<file path="src/sv/rbma_pkg.sv">
// ---------------------------------------------------------------------------
// rbma_pkg - moving average shared definitions
// Window size, sample/sum/count widths used by the ring and the divider.
// ---------------------------------------------------------------------------
`default_nettype none

package rbma_pkg;

	localparam int WINDOW      = 16;
	localparam int SAMPLE_BITS = 16;
	localparam int SLOT_BITS   = (WINDOW > 1) ? $clog2(WINDOW) : 1;
	localparam int COUNT_BITS  = $clog2(WINDOW + 1);
	localparam int SUM_BITS    = SAMPLE_BITS + $clog2(WINDOW);
	localparam int STEP_BITS   = $clog2(SUM_BITS);

endpackage

`default_nettype wire

</file>
<file path="src/sv/rbma_div.sv">
// ---------------------------------------------------------------------------
// rbma_div - bit-serial signed divider
// Divides the signed window sum by the positive held count, one quotient
// bit per cycle (restoring, on magnitudes), truncated toward zero.
// ---------------------------------------------------------------------------
`default_nettype none

module rbma_div (
	input  wire logic                                clk,
	input  wire logic                                arst_n,
	input  wire logic                                start,
	input  wire logic [rbma_pkg::SUM_BITS-1:0]       dividend,
	input  wire logic [rbma_pkg::COUNT_BITS-1:0]     divisor,
	output logic                                     done,
	output logic signed [rbma_pkg::SAMPLE_BITS-1:0] quotient
);
	import rbma_pkg::*;

	logic                  busy_q;
	logic                  done_q;
	logic                  neg_q;
	logic [STEP_BITS-1:0]  step_q;
	logic [SUM_BITS-1:0]   mag_q;
	logic [SUM_BITS-1:0]   quo_q;
	logic [COUNT_BITS-1:0] rem_q;
	logic [COUNT_BITS-1:0] div_q;

	logic [COUNT_BITS:0]   rem_sh;
	logic                  fits;
	logic [COUNT_BITS:0]   rem_diff;
	logic [SUM_BITS-1:0]   quo_signed;

	always_comb begin
		rem_sh   = {rem_q, mag_q[SUM_BITS-1]};
		fits     = rem_sh >= {1'b0, div_q};
		rem_diff = rem_sh - {1'b0, div_q};
	end

	always_ff @(posedge clk or negedge arst_n) begin
		if (!arst_n) begin
			busy_q <= 1'b0;
			done_q <= 1'b0;
			step_q <= '0;
		end else if (start) begin
			busy_q <= 1'b1;
			done_q <= 1'b0;
			step_q <= '0;
		end else if (busy_q) begin
			step_q <= step_q + STEP_BITS'(1);
			if (step_q == STEP_BITS'(SUM_BITS - 1)) begin
				busy_q <= 1'b0;
				done_q <= 1'b1;
			end
		end
	end

	always_ff @(posedge clk) begin
		if (start) begin
			neg_q <= dividend[SUM_BITS-1];
			mag_q <= dividend[SUM_BITS-1] ? (~dividend + SUM_BITS'(1)) : dividend;
			quo_q <= '0;
			rem_q <= '0;
			div_q <= divisor;
		end else if (busy_q) begin
			mag_q <= {mag_q[SUM_BITS-2:0], 1'b0};
			quo_q <= {quo_q[SUM_BITS-2:0], fits};
			rem_q <= fits ? rem_diff[COUNT_BITS-1:0] : rem_sh[COUNT_BITS-1:0];
		end
	end

	assign quo_signed = neg_q ? (~quo_q + SUM_BITS'(1)) : quo_q;
	assign quotient   = quo_signed[SAMPLE_BITS-1:0];
	assign done       = done_q;

endmodule

`default_nettype wire

</file>
<file path="src/sv/ring_buffer_moving_average.sv">
// ---------------------------------------------------------------------------
// ring_buffer_moving_average - simple moving average over a sample ring
// Keeps the last WINDOW samples in a ring memory plus a running sum, and
// gives the truncated mean of the held samples for every sample taken.
// ---------------------------------------------------------------------------
//
//  channel  | handshake            | payload
//  ---------+----------------------+-------------------------------
//  input    | in_valid / in_ready  | sample (16b signed)
//  output   | out_valid/ out_ready | average (16b signed), held_count (5b)
//
//  Each item passes through these steps: the ring is read at the accepting
//  edge, the update state adds to the sum and writes the ring back, the
//  bit-serial divider works out SUM_BITS (20) quotient bits, and the output
//  register is loaded. A finished result waits in the output
//  register, so the next item is taken while it is still pending; only a
//  second result stalls in the divide state until the register frees up.
//  Reset clears the write slot, fill count and sum; the ring needs no
//  clearing since an entry read before the ring is full is never summed.
// ---------------------------------------------------------------------------
`default_nettype none

module ring_buffer_moving_average (
	input  wire logic                                     clk,
	input  wire logic                                     arst_n,
	input  wire logic                                     in_valid,
	output logic                                          in_ready,
	input  wire logic signed [rbma_pkg::SAMPLE_BITS-1:0]  sample,
	output logic                                          out_valid,
	input  wire logic                                     out_ready,
	output logic signed [rbma_pkg::SAMPLE_BITS-1:0]       average,
	output logic [rbma_pkg::COUNT_BITS-1:0]               held_count
);
	import rbma_pkg::*;

	typedef enum logic [1:0] {
		ST_IDLE,
		ST_UPD,
		ST_DIV
	} state_t;

	state_t                  state_q;

	// ring storage, one write and one registered read port
	logic [SAMPLE_BITS-1:0]  ring_mem [WINDOW];
	logic [SAMPLE_BITS-1:0]  old_s1;
	logic [SAMPLE_BITS-1:0]  sample_s1;

	logic [SLOT_BITS-1:0]    slot_q;
	logic [COUNT_BITS-1:0]   fill_q;
	logic [SUM_BITS-1:0]     sum_q;

	logic                    out_valid_q;
	logic [SAMPLE_BITS-1:0]  average_q;
	logic [COUNT_BITS-1:0]   held_q;

	logic                    accept;
	logic                    ring_full;
	logic [SUM_BITS-1:0]     old_ext;
	logic [SUM_BITS-1:0]     new_ext;
	logic [SUM_BITS-1:0]     sum_nx;
	logic [COUNT_BITS-1:0]   fill_nx;
	logic                    div_start;
	logic                    div_done;
	logic signed [SAMPLE_BITS-1:0] div_quot;
	logic                    out_free;
	logic                    load_out;

	assign accept    = in_valid && in_ready;
	assign ring_full = fill_q == COUNT_BITS'(WINDOW);
	assign out_free  = !out_valid_q || out_ready;
	assign load_out  = (state_q == ST_DIV) && div_done && out_free;

	always_comb begin
		old_ext = {{(SUM_BITS-SAMPLE_BITS){old_s1[SAMPLE_BITS-1]}}, old_s1};
		new_ext = {{(SUM_BITS-SAMPLE_BITS){sample_s1[SAMPLE_BITS-1]}}, sample_s1};
		// full ring: oldest sample leaves the sum as the new one enters
		sum_nx  = sum_q - (ring_full ? old_ext : '0) + new_ext;
		fill_nx = ring_full ? fill_q : fill_q + COUNT_BITS'(1);
	end

	assign div_start = state_q == ST_UPD;

	// read the slot on accept, write the new sample back in the following update state
	always_ff @(posedge clk) begin
		if (accept) begin
			old_s1    <= ring_mem[slot_q];
			sample_s1 <= sample;
		end
		if (state_q == ST_UPD) begin
			ring_mem[slot_q] <= sample_s1;
		end
	end

	always_ff @(posedge clk or negedge arst_n) begin
		if (!arst_n) begin
			state_q     <= ST_IDLE;
			slot_q      <= '0;
			fill_q      <= '0;
			sum_q       <= '0;
			out_valid_q <= 1'b0;
			average_q   <= '0;
			held_q      <= '0;
		end else begin
			// a new result may land in the same cycle the old one leaves
			if (load_out) begin
				out_valid_q <= 1'b1;
			end else if (out_valid_q && out_ready) begin
				out_valid_q <= 1'b0;
			end
			case (state_q)
				ST_IDLE: begin
					if (accept) begin
						state_q <= ST_UPD;
					end
				end
				ST_UPD: begin
					sum_q   <= sum_nx;
					fill_q  <= fill_nx;
					slot_q  <= (slot_q == SLOT_BITS'(WINDOW - 1)) ?
					           '0 : slot_q + SLOT_BITS'(1);
					state_q <= ST_DIV;
				end
				ST_DIV: begin
					if (load_out) begin
						average_q   <= div_quot;
						held_q      <= fill_q;
						state_q     <= ST_IDLE;
					end
				end
				default: begin
					state_q <= ST_IDLE;
				end
			endcase
		end
	end

	rbma_div u_div (
		.clk      (clk),
		.arst_n   (arst_n),
		.start    (div_start),
		.dividend (sum_nx),
		.divisor  (fill_nx),
		.done     (div_done),
		.quotient (div_quot)
	);

	assign in_ready   = state_q == ST_IDLE;
	assign out_valid  = out_valid_q;
	assign average    = average_q;
	assign held_count = held_q;

endmodule

`default_nettype wire
</file>
<file path="config.mk">
export PLATFORM = sky130hd
export DESIGN_NAME = ring_buffer_moving_average
export DESIGN_NICKNAME = d
export VERILOG_FILES = /design/src/sv/rbma_pkg.sv /design/src/sv/rbma_div.sv /design/src/sv/ring_buffer_moving_average.sv
export SDC_FILE = /design/constraint.sdc
export NUM_CORES = 1
export LEC_CHECK = 0
export BUFFER_PORTS_ARGS = -buffer_cell sky130_fd_sc_hd__buf_2
export CAP_MARGIN = 20
export CORE_MARGIN = 4
export CORE_UTILIZATION = 64
export CTS_BUF_LIST = sky130_fd_sc_hd__clkbuf_2 sky130_fd_sc_hd__clkbuf_4 sky130_fd_sc_hd__clkbuf_8
export DETAILED_ROUTE_END_ITERATION = 12
export PLACE_DENSITY = 0.81
export SYNTH_ARGS = -nofsm -noshare
export SYNTH_HDL_FRONTEND = slang
export SYNTH_SLANG_ARGS = --single-unit
</file>
<file path="constraint.sdc">
create_clock -name clk -period 9.75 [get_ports clk]
set_input_delay 0.4875 -clock clk [delete_from_list [all_inputs] [get_ports clk]]
set_output_delay 0.4875 -clock clk [all_outputs]
set_load 0.03 [all_outputs]
</file>
Word level (Yosys, flattened, before mapping)
Memory sizes are Yosys's and may differ from the RTL's. A register that Yosys moved wholly into a read port is not among the register bits.
Index checks and enable logic that the tools add are counted.
- bits in registers: 123
- RAM bits: 256
- input bits: 20
- output and inout bits: 23
- logic and storage cells: 71
- memories: 1
- $add $sub $neg: 8
- magnitude comparators: 1
- equal/unequal tests: 7
- muxes and demuxes: 23
- bitwise logic cells: 2
- reduce and logical (&&, ||, !) cells: 13
- memories (name ; words ; width ; rd ports ; clocked after Yosys merged registers in ; wr ports ; RTL line ; source):
    ring_mem ; 16 ; 16 ; 1 ; 1 ; 1 ; ring_buffer_moving_average.sv:45 ; logic [SAMPLE_BITS-1:0] ring_mem [WINDOW];
- operators with widths (operator ; number):
    2-to-1 mux 20 bit ; 4
    adder 20 x 1 -> 20 bit (second input constant) ; 1
    adder 20 bit ; 1
    2-to-1 mux 5 bit ; 4
    inverter 20 bit ; 1
    subtractor 20 bit ; 1
    adder 16 x 1 -> 16 bit (second input constant) ; 1
    2-to-1 mux 16 bit ; 1
    inverter 16 bit ; 1
    adder 5 x 1 -> 5 bit (second input constant) ; 2
    equality test 5 bit (second input constant) ; 2
    2-to-1 mux 1 bit ; 10
    >= comparator 6 x 5 -> 1 bit ; 1
    one-hot mux 2 bit (3 select lines) ; 1
    AND reduction 2 bit ; 3
    nonzero test 2 bit ; 3
    subtractor 5 bit ; 1
    adder 4 x 1 -> 4 bit (second input constant) ; 1
    equality test 4 bit (second input constant) ; 1
    logical AND 1 bit ; 4
    2-to-1 mux 2 bit ; 2
    2-to-1 mux 4 bit ; 1
    equality test 2 x 1 -> 1 bit (second input constant) ; 1
    equality test 2 bit (second input constant) ; 1
    other kinds (5) ; 5

Depth between registers and ports, before layout
Gate-level depths: netlist (run 1).
- word-level depth: 8
- gate-level depth with buffers: 20
- mapped depth without buffers: 19

Modules after synthesis
Synthesis (run 1) repeated with hierarchy kept, for this count alone.
- cells, all modules: 1141
- area, all modules: 17715.7 um2
- modules (own cells, without submodules) (module ; instances ; cells each ; area each (um2) ; sequential area each (um2)):
    ring_buffer_moving_average ; 1 ; 822 ; 14577.7 ; 9974.6
    rbma_div ; 1 ; 319 ; 3138.0 ; 1376.3

Worst setup path before layout (run 1)
Ideal clock, no wire load.
- kind: reg-to-reg
- from: register fill_q[0]
- to: register u_div.mag_q[15], data pin
- library setup time: 268 ps
- arrival: 3955 ps
- required time: 9482 ps
- path slack: 5528 ps
- cell stages (with the launch flop): 18
- path buffers: 1
- clock period less this slack: 4222 ps
- cell sequence: dfrtp_1 -> inv_1 -> ha_1 -> nand2_1 -> nor3_1 -> clkbuf_1 -> and2_1 -> fa_1 -> fa_1 -> nand2b_1 -> a21o_1 -> o2111a_1 -> a311oi_2 -> nand2_1 -> nor4_2 -> a41oi_1 -> xnor2_1 -> o21ai_0
- word-level cells in the longest chain between the ends: 8
- ends and longest elaborated chain (element ; RTL line ; source):
    start, declared ; ring_buffer_moving_average.sv:50 ; logic [COUNT_BITS-1:0] fill_q;
    start signal, assigned ; ring_buffer_moving_average.sv:119 ; fill_q <= fill_nx;
    equality test 5 bit * ; ring_buffer_moving_average.sv:70 ; assign ring_full = fill_q == COUNT_BITS'(WINDOW);
    2-to-1 mux 20 bit * ; ring_buffer_moving_average.sv:78 ; sum_nx = sum_q - (ring_full ? old_ext : '0) + new_ext;
    subtractor 20 bit * ; ring_buffer_moving_average.sv:78 ;
    adder 20 bit * ; ring_buffer_moving_average.sv:78 ;
    inverter 20 bit ; rbma_div.sv:60 ; mag_q <= dividend[SUM_BITS-1] ? (~dividend + SUM_BITS'(1)) : dividend;
    adder 20 x 1 -> 20 bit ; rbma_div.sv:60 ;
    2-to-1 mux 20 bit * ; rbma_div.sv:60 ;
    2-to-1 mux 20 bit * ; rbma_div.sv:58 ; if (start) begin
    end signal, assigned ; rbma_div.sv:60 ;
    end signal, assigned ; rbma_div.sv:65 ; mag_q <= {mag_q[SUM_BITS-2:0], 1'b0};
    end, declared ; rbma_div.sv:23 ; logic [SUM_BITS-1:0] mag_q;
Mark *: on every way between the ends. The rest lies on a longest branch, timed or not.
A chain may end at the register's enable or synchronous reset.

Final worst setup path (run 1)
- from: register fill_q[0]
- to: register u_div.mag_q[6], data pin
- elaborated cells between the ends (all ways): 8
- classes of those cells: add/sub (3); eq/ne (1); mux (3); bitwise (1)
- RTL lines (element ; RTL line ; source):
    equality test 5 bit ; ring_buffer_moving_average.sv:70 ;
    2-to-1 mux 20 bit ; ring_buffer_moving_average.sv:78 ;
    subtractor 20 bit ; ring_buffer_moving_average.sv:78 ;
    adder 20 bit ; ring_buffer_moving_average.sv:78 ;
    named net sum_nx[19] ; ring_buffer_moving_average.sv:61 ; logic [SUM_BITS-1:0] sum_nx;
    2-to-1 mux 20 bit ; rbma_div.sv:60 ;
    2-to-1 mux 20 bit ; rbma_div.sv:58 ;
The timed path passes the listed nets, and every way through them passes these cells.

==> results.yml, run 1 <==
outcome:
  status: "finished, final reports clean"
timing:
  max_freq_mhz: 204
  setup_tns_ns: 0
  fin_skew_ns: 0.0408
  grt_setup_unrepaired: "false"
  setup_viol: 0
  worst_pin_slew_ns: 1.17
  timing.slew.headroom: 0.219
  drv_slew: 0
  hold_violations: 0
  min_period_ns: 4.91
  min_period_over_period: 0.503
cells_and_area:
  layout_common_cells: "314 x edfxtp_1, 101 x nand2_1, 92 x inv_1"
  area_growth_pct: 11.1
  drive_gt1_frac: 0.195
  postLayoutCellArea_mm2: 0.0193
  layout_commonest_cell: "edfxtp_1"
  fin_nets: 1307
  antenna_cells: 0
setup_path:
  rrSetupSlack_ns: 4.84
  worstSetupEndpointType: "register"
  crit_arrival_ns: 5.23
  startpoint_type: "register"
  reg2reg_to: "u_div.mag_q[6]"
  critPathKind: "reg -> reg"
  required_ns: 10.07
  crit_fanout: 20
  r2r_cells: 19
  reg2reg_from: "fill_q[0]"
  crit_path_end: "u_div.mag_q[6]"
  startpoint: "fill_q[0]"
floorplanning:
  die_w_um: 173
  die_h_um: 173
  die_area_mm2: 0.0299
  coreArea_mm2: 0.0269
  ios: 43
  rows: 60
  start_util: 0.647
detailed_routing:
  dr_total_vias: 9695
  wl_um: 34600
  dr.pass1.iters: 5
  route.detailed.drc: 0
  vias_per_cell: 5.97
  drtAntennaViolNets: 0
  wl_per_cell_um: 21.3
  drt_iter0_drc: 742
placed_design:
  gp_congestion: 0.846
  portBuffers: 42
  hpwlAfterDp_um: 20800
  placed_area_mm2: 0.0179
clock_tree:
  cts_root_buf: "clkbuf_8"
  htreeDepth: 2
  cts.sinks: 395
  clk_latency_ns: 0.63
  postCtsSetupBuffers: 0
  cts_tree: "built"
  clk_pin_slew_ns: 0.07
  cts_inserted_buffers: 61
  cts.repair.resized: 0
  max-clock-path-buffers: 3
job:
  timing.max_cap.violations: 0
min_path:
  hp-class: "in -> async"
global_route:
  grt_max_degree: 77
  antenna_found_initial: 0
  grt_pass1_vias: 9788
  track_usage: 0.233
  gr-total-overflow: 0
  grt_first_pass_wirelength_um: 54700
pwr:
  p_sw_frac: 0.199
  ir_drop_mv: 0.195
  p_int_mw: 2.55
  sequentialPowerShare: 0.565
  cellLeakagePower_nw: 7.08
  clock_power_share: 0.431
  p_switching_uw: 633
  power_mw: 3.18
  powerDensity_mw_per_mm2: 165
  p_comb_frac: 0.004
yosys:
  synth-edff-count: 314
  yosys_warnings: 0
  ys_ff_latch: 395
  synthCells: 1152
  synthArstFlopShare: 0.152
  synth-main-ff-cell: "edfxtp_1"
  synth-seq-area-share: 0.653
  syn_area_mm2: 0.0174
  ys_types: 57
  syn_avg_cell_area_um2: 15.1
  synth_nets: 1227
## how the worst min path moves through the flow
| stage | to | cells after the start |
|---|---|---|
| after floorplan | average[0] | 0 |
| after global placement | u_div.rem_q[4] | 2 |
| after detailed placement | average[1] | 2 |
| after CTS | sample_s1[10] | 1 |
| after global routing | sample_s1[4] | 1 |
| final | average[13] | 2 |
## cell families (layout without fill, tap and decap cells)
| kind of cell | after synthesis | count (layout) | synth area share |
|---|---|---|---|
| XOR/XNOR | 59 | 59 | 0.0301 |
| flip-flops | 395 | 395 | 0.653 |
| multiplexers | 98 | 98 | 0.114 |
| buffers and inverters | 138 | 269 | 0.0313 |
| AO/OA/AOI/OAI | 160 | 160 | 0.0570 |
| AND/OR/NAND/NOR | 247 | 247 | 0.0669 |
| adder cells (fa/ha/maj) | 55 | 55 | 0.0482 |
## cells in the mapped netlist (all sizes together), types with 3 or more instances
library cell | count | area share
edfxtp | 314 | 0.54
nand2 | 101 | 0.022
inv | 93 | 0.020
mux4 | 80 | 0.10
o21ai | 76 | 0.022
dfrtp | 60 | 0.086
nor2 | 57 | 0.012
xor2 | 36 | 0.018
ha | 35 | 0.025
and2 | 34 | 0.012
clkbuf | 34 | 0.0073
a21oi | 28 | 0.0081
xnor2 | 23 | 0.012
dfxtp | 21 | 0.024
fa | 20 | 0.023
mux2i | 18 | 0.010
a211oi | 11 | 0.0050
buf | 11 | 0.0039
a21o | 9 | 0.0039
nand3 | 9 | 0.0026
nor3 | 8 | 0.0023
nand2b | 7 | 0.0025
nor2b | 7 | 0.0025
o211ai | 6 | 0.0026
or3 | 6 | 0.0024
a31oi | 5 | 0.0018
and3 | 5 | 0.0018
o31ai | 5 | 0.0037
nand4 | 4 | 0.0014
a41oi | 3 | 0.0015
o21a | 3 | 0.0013
## repair_timing
action                                 in CTS  in global routing
setup endpoints to repair                   0                  0
hold buffers                                4                  4
endpoints found under the hold margin       4                  4
## power groups by stage
stage / Sequential, mW / Combinational (mW) / Clock (mW)
6_report: 1.80 / 0.0115 / 1.37
2_1_floorplan: 1.83 / 0.0000676 / 0
3_3_place_gp: 1.83 / 0.00912 / 0
3_5_place_dp: 1.83 / 0.00941 / 0
4_1_cts: 1.80 / 0.0107 / 1.39
5_1_grt: 1.80 / 0.0133 / 1.49
## per-stage QoR
stage	hold WS, ns	setup slack, ns	utilization	cells
after floorplan	0.192	5.53	-	1152
after CTS	0.00243	4.87	0.714	1617
after detailed placement	0.466	4.92	0.667	1499
after global placement	0.459	5.12	0.667	1499
after global routing	0.000912	4.44	0.719	1624
final	0.0354	4.84	0.719	1624
## metal layers
metal  vias to the layer above  GRT usage  wire (um)
met1                      4841      0.333      14500
met5                         -          0          0
li1                       4420          -          -
met4                         0     0.0582        557
met2                       388      0.381      17000
met3                        46     0.0446       2440
## flip-flops by register name, summed over array words and instances (netlist names)
| signal | cells |
|---|---|
| u_div.neg_q | 1 |
| old_s1 | 16 |
| average | 16 |
| u_div.done | 1 |
| u_div.rem_q | 5 |
| out_valid | 1 |
| ring_mem | 256 |
| u_div.step_q | 5 |
| u_div.quo_q | 16 |
| u_div.mag_q | 20 |
| sum_q | 20 |
| u_div.busy_q | 1 |
| held_count | 5 |
| sample_s1 | 16 |
| u_div.div_q | 5 |
| slot_q | 4 |
| fill_q | 5 |
| state_q | 2 |
## cell type report
class | count | area, um^2
repair buffers | 62 | 440
clock inverters | 22 | 148
well taps | 341 | 427
fillers | 1684 | 7560
flip-flops and latches | 395 | 11400
multi-input cells | 619 | 5510
inverters | 93 | 349
clock buffers | 92 | 1090
## worst max-delay path, stage by stage, from the launching register on
cell	delay (ns)
dfrtp_1	0.40
inv_1	0.10
ha_1	0.20
nand2_1	0.07
nor3_2	0.04
buf_4	0.22
and2_1	0.19
fa_1	0.53
inv_1	0.06
ha_1	0.30
a211oi_2	0.33
o21ai_1	0.21
a211oi_1	0.33
o21a_1	0.26
o21ai_1	0.13
xnor2_2	0.63
inv_1	0.23
nand2_1	0.13
xor2_1	0.16
o21ai_0	0.08
(Power assumes the default switching activity.)
==> run 2, diff against run 1 <==
==> constraint.sdc (replaced) <==
create_clock -name clk -period 4.9 [get_ports clk]
set_input_delay 0.245 -clock clk [delete_from_list [all_inputs] [get_ports clk]]
set_output_delay 0.245 -clock clk [all_outputs]
set_load 0.03 [all_outputs]
==> run 2 against run 1 <==
- flip-flop and latch count unchanged
- sequential power increased by 99%
- worst setup slack worse by 4.6 ns
- maximum frequency grew 6.1%
- final cell count increased by 1.2%
- global-route usage is 0.68 points higher
- non-clock buffer count up 21
- total power is 98% higher
- hold slack improved by 0.31 ns
- first-iteration DRC count increased by 2.0%
==> results.yml, run 2 (synthesized netlist as in run 1, its figures left out) <==
cells_and_area:
  ff_latch_area_mm2: 0.0114
  area_growth_pct: 12.2
  reg_top3: "ring_mem x256, sum_q x20, u_div.mag_q x20"
  multi_input_comb_area_mm2: 0.00554
  largest_reg_flops: 256
  drive_gt1_frac: 0.197
  postLayoutCellArea_mm2: 0.0195
  final_core_util: 0.726
  antenna_cells: 0
  layout_commonest_cell: "edfxtp_1"
  fin_nets: 1326
  layout_common_cells: "314 x edfxtp_1, 101 x nand2_1, 92 x inv_1"
  fillers: 1679
  regMostFlops: "ring_mem"
setup_path:
  rrSetupSlack_ns: 0.27
  crit_fanout: 19
  startpoint_type: "register"
  crit_arrival_ns: 4.93
  required_ns: 5.20
  critPathKind: "reg -> reg"
  worstSetupEndpointType: "register"
detailed_routing:
  dr.pass1.iters: 6
  wl_um: 35400
  dr_total_vias: 9742
  vias_per_cell: 5.93
  drtAntennaViolNets: 0
  route.detailed.drc: 0
  drt_iter0_drc: 757
  wl_per_cell_um: 21.6
timing:
  drv_slew: 0
  grt_setup_unrepaired: "false"
  timing.slew.headroom: 0.205
  setup_viol: 0
  min_period_over_period: 0.944
  hold_violations: 0
  max_freq_mhz: 216
  setup_tns_ns: 0
  worst_pin_slew_ns: 1.19
  fin_skew_ns: 0.0375
  min_period_ns: 4.63
clock_tree:
  cts_root_buf: "clkbuf_8"
  htreeDepth: 2
  max-clock-path-buffers: 3
  postCtsSetupBuffers: 0
  cts_tree: "built"
  cts.sinks: 395
  cts_inserted_buffers: 59
  clk_latency_ns: 0.61
  clk_pin_slew_ns: 0.06
floorplanning:
  rows: 60
  start_util: 0.647
  die_h_um: 173
  ios: 43
  die_w_um: 173
  die_area_mm2: 0.0299
  coreArea_mm2: 0.0269
global_route:
  grt_max_degree: 76
  gr-total-overflow: 0
  grt_first_pass_wirelength_um: 56100
  antenna_found_initial: 0
  grt_pass1_vias: 9922
  track_usage: 0.240
pwr:
  cellLeakagePower_nw: 7.16
  powerDensity_mw_per_mm2: 323
  ir_drop_mv: 0.311
placed_design:
  portBuffers: 42
  gp_congestion: 0.823
  hpwlAfterDp_um: 21700
  placed_area_mm2: 0.0180
min_path:
  hp-class: "in -> async"
job:
  timing.max_cap.violations: 0
outcome:
  status: "finished, final reports clean"
-- run 2: repair_timing --
item | 4_1_cts | 5_1_grt
hold buffers | 19 | 0
hold endpoints to repair | 78 | 0
endpoints found under the setup margin | 0 | 4
resized for setup | 0 | 5
-- run 2: critical path, stage by stage (launching register included) --
cell and delay [ns]:
dfrtp_1 0.42, inv_1 0.13, ha_1 0.17, nand2_1 0.06, nor3_2 0.17, buf_6 0.21, and2_1 0.16, fa_1 0.46
fa_1 0.49, nand2b_1 0.18, a21o_1 0.24, o2111a_1 0.30, a311oi_4 0.35, nand2_1 0.18, nor4_4 0.32, a41oi_1 0.19
xnor2_1 0.17, o21ai_0 0.10
-- run 2: where the power goes --
part	total, mW	leakage, nW	switching [mW]	internal (mW)
combinational	0.0298	2.87	0.0141	0.0157
sequential	3.58	3.65	0.0000000000000000288	3.58
clock	2.69	0.640	1.26	1.43
total	6.30	7.16	1.27	5.03
-- run 2: final timing paths --
path	startpoint	end	cells after the start
setup / recovery	fill_q[0]	u_div.mag_q[15]	17
hold / removal	arst_n	average[12]	3
setup reg to reg	fill_q[0]	u_div.mag_q[15]	17
hold reg to reg	u_div.rem_q[4]	u_div.rem_q[4]	2
max in group asynchronous	arst_n	slot_q[0]	3
min in group clk	sample[4]	sample_s1[4]	2
-- run 2: area by class of cell --
class                           instances  area share
Clock buffer                           78      0.0505
Clock inverter                         34      0.0119
Inverter                               93      0.0179
Multi-Input combinational cell        619       0.284
Sequential cell                       395       0.582
Tap cell                              341      0.0219
Timing Repair Buffer                   83      0.0326
-- run 2: metrics by stage --
| step | cells | hold slack, ns | worst slack, ns | power [mW] |
|---|---|---|---|---|
| 3_3_place_gp | 1508 | 0.422 | 0.453 | 3.67 |
| 6_report | 1643 | 0.341 | 0.273 | 6.30 |
| 2_1_floorplan | 1152 | -0.0506 | 0.678 | 3.65 |
| 4_1_cts | 1639 | 0.295 | 0.145 | 6.35 |
| 5_1_grt | 1643 | 0.320 | 0.00397 | 6.52 |
| 3_5_place_dp | 1508 | 0.423 | 0.205 | 3.67 |
-- run 2: per-layer routing --
layer	up-vias	GRT usage	share of wire
li1	4455	-	-
met1	4911	0.335	0.42
met2	325	0.401	0.51
met3	51	0.0422	0.057
met5	-	0	0
met4	0	0.0655	0.018
==> run 3, diff against run 2 <==
--- a/config.mk
+++ b/config.mk
@@ -5,13 +5,15 @@
 export SDC_FILE = /design/constraint.sdc
 export NUM_CORES = 1
 export LEC_CHECK = 0
+export ABC_AREA = 1
 export BUFFER_PORTS_ARGS = -buffer_cell sky130_fd_sc_hd__buf_2
 export CAP_MARGIN = 20
 export CORE_MARGIN = 4
-export CORE_UTILIZATION = 64
+export CORE_UTILIZATION = 60
 export CTS_BUF_LIST = sky130_fd_sc_hd__clkbuf_2 sky130_fd_sc_hd__clkbuf_4 sky130_fd_sc_hd__clkbuf_8
 export DETAILED_ROUTE_END_ITERATION = 12
-export PLACE_DENSITY = 0.81
+export HOLD_SLACK_MARGIN = 0.15
+export PLACE_DENSITY = 0.77
 export SYNTH_ARGS = -nofsm -noshare
 export SYNTH_HDL_FRONTEND = slang
 export SYNTH_SLANG_ARGS = --single-unit
==> run 3 against run 2 <==
- total power rose by 110%
- via count grew 32%
- critical endpoint is now u_div.mag_q[2]
- routed wire length up 18%
- area after synthesis rose by 3.6%
- hold slack improved by 0.035 ns
- first-iteration DRC count grew 81%
- critical path type unchanged
- global-route usage up 1.5 points
==> results.yml, run 3 <==
clock_tree:
  cts.repair.resized: 0
  clk_latency_ns: 0.58
  cts_root_buf: "clkbuf_8"
  cts.sinks: 395
  htreeDepth: 3
  cts_tree: "built"
  cts_inserted_buffers: 66
  max-clock-path-buffers: 3
  clk_pin_slew_ns: 0.06
setup_path:
  critPathSlowestCell: "fa_1"
  worstPathCellList: "inv_1 > ha_1 > nand4_1 > buf_4 > inv_1 > nand2_1 > inv_1 > fa_1 > inv_1 > ha_1 > nand4_1 > a21oi_1 > nor2_1 > nand4_1 > nand2_4 > inv_2 > nor2_2 > nand2_1 > nor2_1 > a31oi_1"
  critPathKind: "reg -> reg"
  reg2reg_from: "fill_q[0]"
  cp_slowest_stage_delay_ns: 0.51
  crit_arrival_ns: 4.25
  worstSetupEndpointType: "register"
  startpoint: "fill_q[0]"
  startpoint_type: "register"
  required_ns: 5.21
  rrSetupSlack_ns: 0.96
  crit_fanout: 17
  cp_common_cell: "inv_1"
yosys:
  synthCells: 1727
  yosysTopAreaCellShare: 0.523
  synth-edff-count: 314
  synth_nets: 1802
  synth-seq-area-share: 0.630
  synth-main-ff-cell: "edfxtp_1"
  ys_types: 44
  yosys_warnings: 0
  yosys-top-cells-area: "edfxtp_1 52%, dfrtp_1 8.3%, nand2_1 6.5%"
  synthArstFlopShare: 0.152
  synth.most_common_cell: "edfxtp_1"
  synthAdderAreaFrac: 0.0465
  synth_top_area_cell: "edfxtp_1"
  synth_xor_area_frac: 0.0126
  synth_top_family_by_area: "simple AND/OR/NAND/NOR gates"
  ys_top_cells_by_count: "314 x edfxtp_1, 310 x nand2_1, 210 x nor2_1"
  synth-compound-area-share: 0.0973
  syn_area_mm2: 0.0180
  synthMuxAreaShare: 0
  synthSimpleGateAreaFrac: 0.155
  syn_avg_cell_area_um2: 10.4
  ys_ff_latch: 395
floorplanning:
  start_util: 0.608
  rows: 63
  die_h_um: 181
  die_w_um: 181
  die_area_mm2: 0.0329
  coreArea_mm2: 0.0296
  ios: 43
placed_design:
  portBuffers: 42
  placed_area_mm2: 0.0187
  gp_congestion: 0.899
  pre_cts_ws_ns: 0.967
  placed_cells: 2121
  hpwlAfterDp_um: 25900
timing:
  timing.slew.headroom: 0.319
  setup_tns_ns: 0
  hold_violations: 0
  setup_viol: 0
  min_period_over_period: 0.804
  drv_slew: 0
  max_freq_mhz: 254
  layout_setup_ws_ns: 0.959
  fin_skew_ns: 0.0330
  grt_setup_unrepaired: "false"
  min_period_ns: 3.94
  worst_pin_slew_ns: 1.02
  whs_ns: 0.376
detailed_routing:
  dr_total_vias: 12900
  wl_um: 41800
  vias_per_cell: 5.70
  wl_per_cell_um: 18.5
  drtAntennaViolNets: 0
  route.detailed.drc: 0
  dr.pass1.iters: 6
  drt_iter0_drc: 1372
cells_and_area:
  final_core_util: 0.682
  layout_common_cells: "314 x edfxtp_1, 309 x nand2_1, 199 x inv_1"
  finalNonFillerCells: 2256
  postLayoutCellArea_mm2: 0.0202
  area_growth_pct: 12.2
  reg_top3: "ring_mem x256, sum_q x20, u_div.mag_q x20"
  layout_commonest_cell: "edfxtp_1"
  fin_nets: 1894
  largest_reg_flops: 256
  drive_gt1_frac: 0.130
  antenna_cells: 0
  regMostFlops: "ring_mem"
pwr:
  ir_drop_mv: 0.402
  p_switching_mw: 5.75
  sequentialPowerShare: 0.353
  p_comb_frac: 0.439
  powerDensity_mw_per_mm2: 667
  p_sw_frac: 0.426
  clock_power_share: 0.208
  power_mw: 13.5
  p_int_mw: 7.74
  cellLeakagePower_nw: 8.18
job:
  timing.max_cap.violations: 0
global_route:
  track_usage: 0.255
  grt_pass1_vias: 12600
  grt_first_pass_wirelength_um: 66600
  grt_max_degree: 98
  gr-total-overflow: 0
  antenna_found_initial: 0
min_path:
  min_from: "sample[3]"
  hp-class: "in -> reg"
outcome:
  status: "finished, final reports clean"
-- run 3: changes by cell type after synthesis, sizes merged, moves of 23 or more --
cell / change
and2: -33
clkbuf: +31
inv: +112
mux4: -80
nand2: +225
nand3: +44
nand4: +23
nor2: +164
o21ai: +112
o22ai: +80
-- run 3: worst paths after layout --
check,endpoint,cells after the start
setup / recovery,u_div.mag_q[2],20
hold / removal,sample_s1[3],2
setup reg to reg,u_div.mag_q[2],20
hold reg to reg,average[15],2
max in group asynchronous,slot_q[0],3
min in group asynchronous,u_div.busy_q,3
-- run 3: timing repair --
| item | 4_1_cts | 5_1_grt |
|---|---|---|
| hold buffers | 19 | 0 |
| endpoints found under the hold margin | 78 | 0 |
| setup buffers | 0 | 0 |
-- run 3: critical path, delay by kind of cell, from the launching register on --
family	cells	cell delay, ns
flops	1	0.40
fa+ha+maj	3	1.06
buf+inv	6	0.78
compound gates	2	0.10
simple gates	9	1.35
-- run 3: area by class of cell --
class / instances / area (um^2)
clock inverter: 25 / 156
inverter: 207 / 778
multi-input combinational: 1056 / 5660
sequential: 395 / 11400
clock buffer: 90 / 1110
timing repair buffer: 93 / 653
tap: 390 / 488
fill: 2223 / 9430
-- run 3: routing by layer --
metal,vias up,GRT usage,share of wire
li1,6065,-,-
met1,6153,0.351,0.41
met2,541,0.415,0.48
met3,95,0.0401,0.075
met4,0,0.0943,0.032
met5,-,0,0
-- run 3: logic make-up after synthesis --
family | count (synthesis)
compound gates | 320
xor+xnor | 25
fa+ha+maj | 55
buf+inv | 276
flops | 395
simple gates | 656
-- run 3: power by group through the flow --
| stage | clock, mW | combinational [mW] | sequential, mW |
|---|---|---|---|
| global route | 3.03 | 6.71 | 4.83 |
| detailed placement | 0 | 5.81 | 4.83 |
| floorplan | 0 | 4.40 | 4.78 |
| CTS | 2.85 | 5.86 | 4.76 |
| global placement | 0 | 5.69 | 4.80 |
| finish | 2.80 | 5.92 | 4.76 |
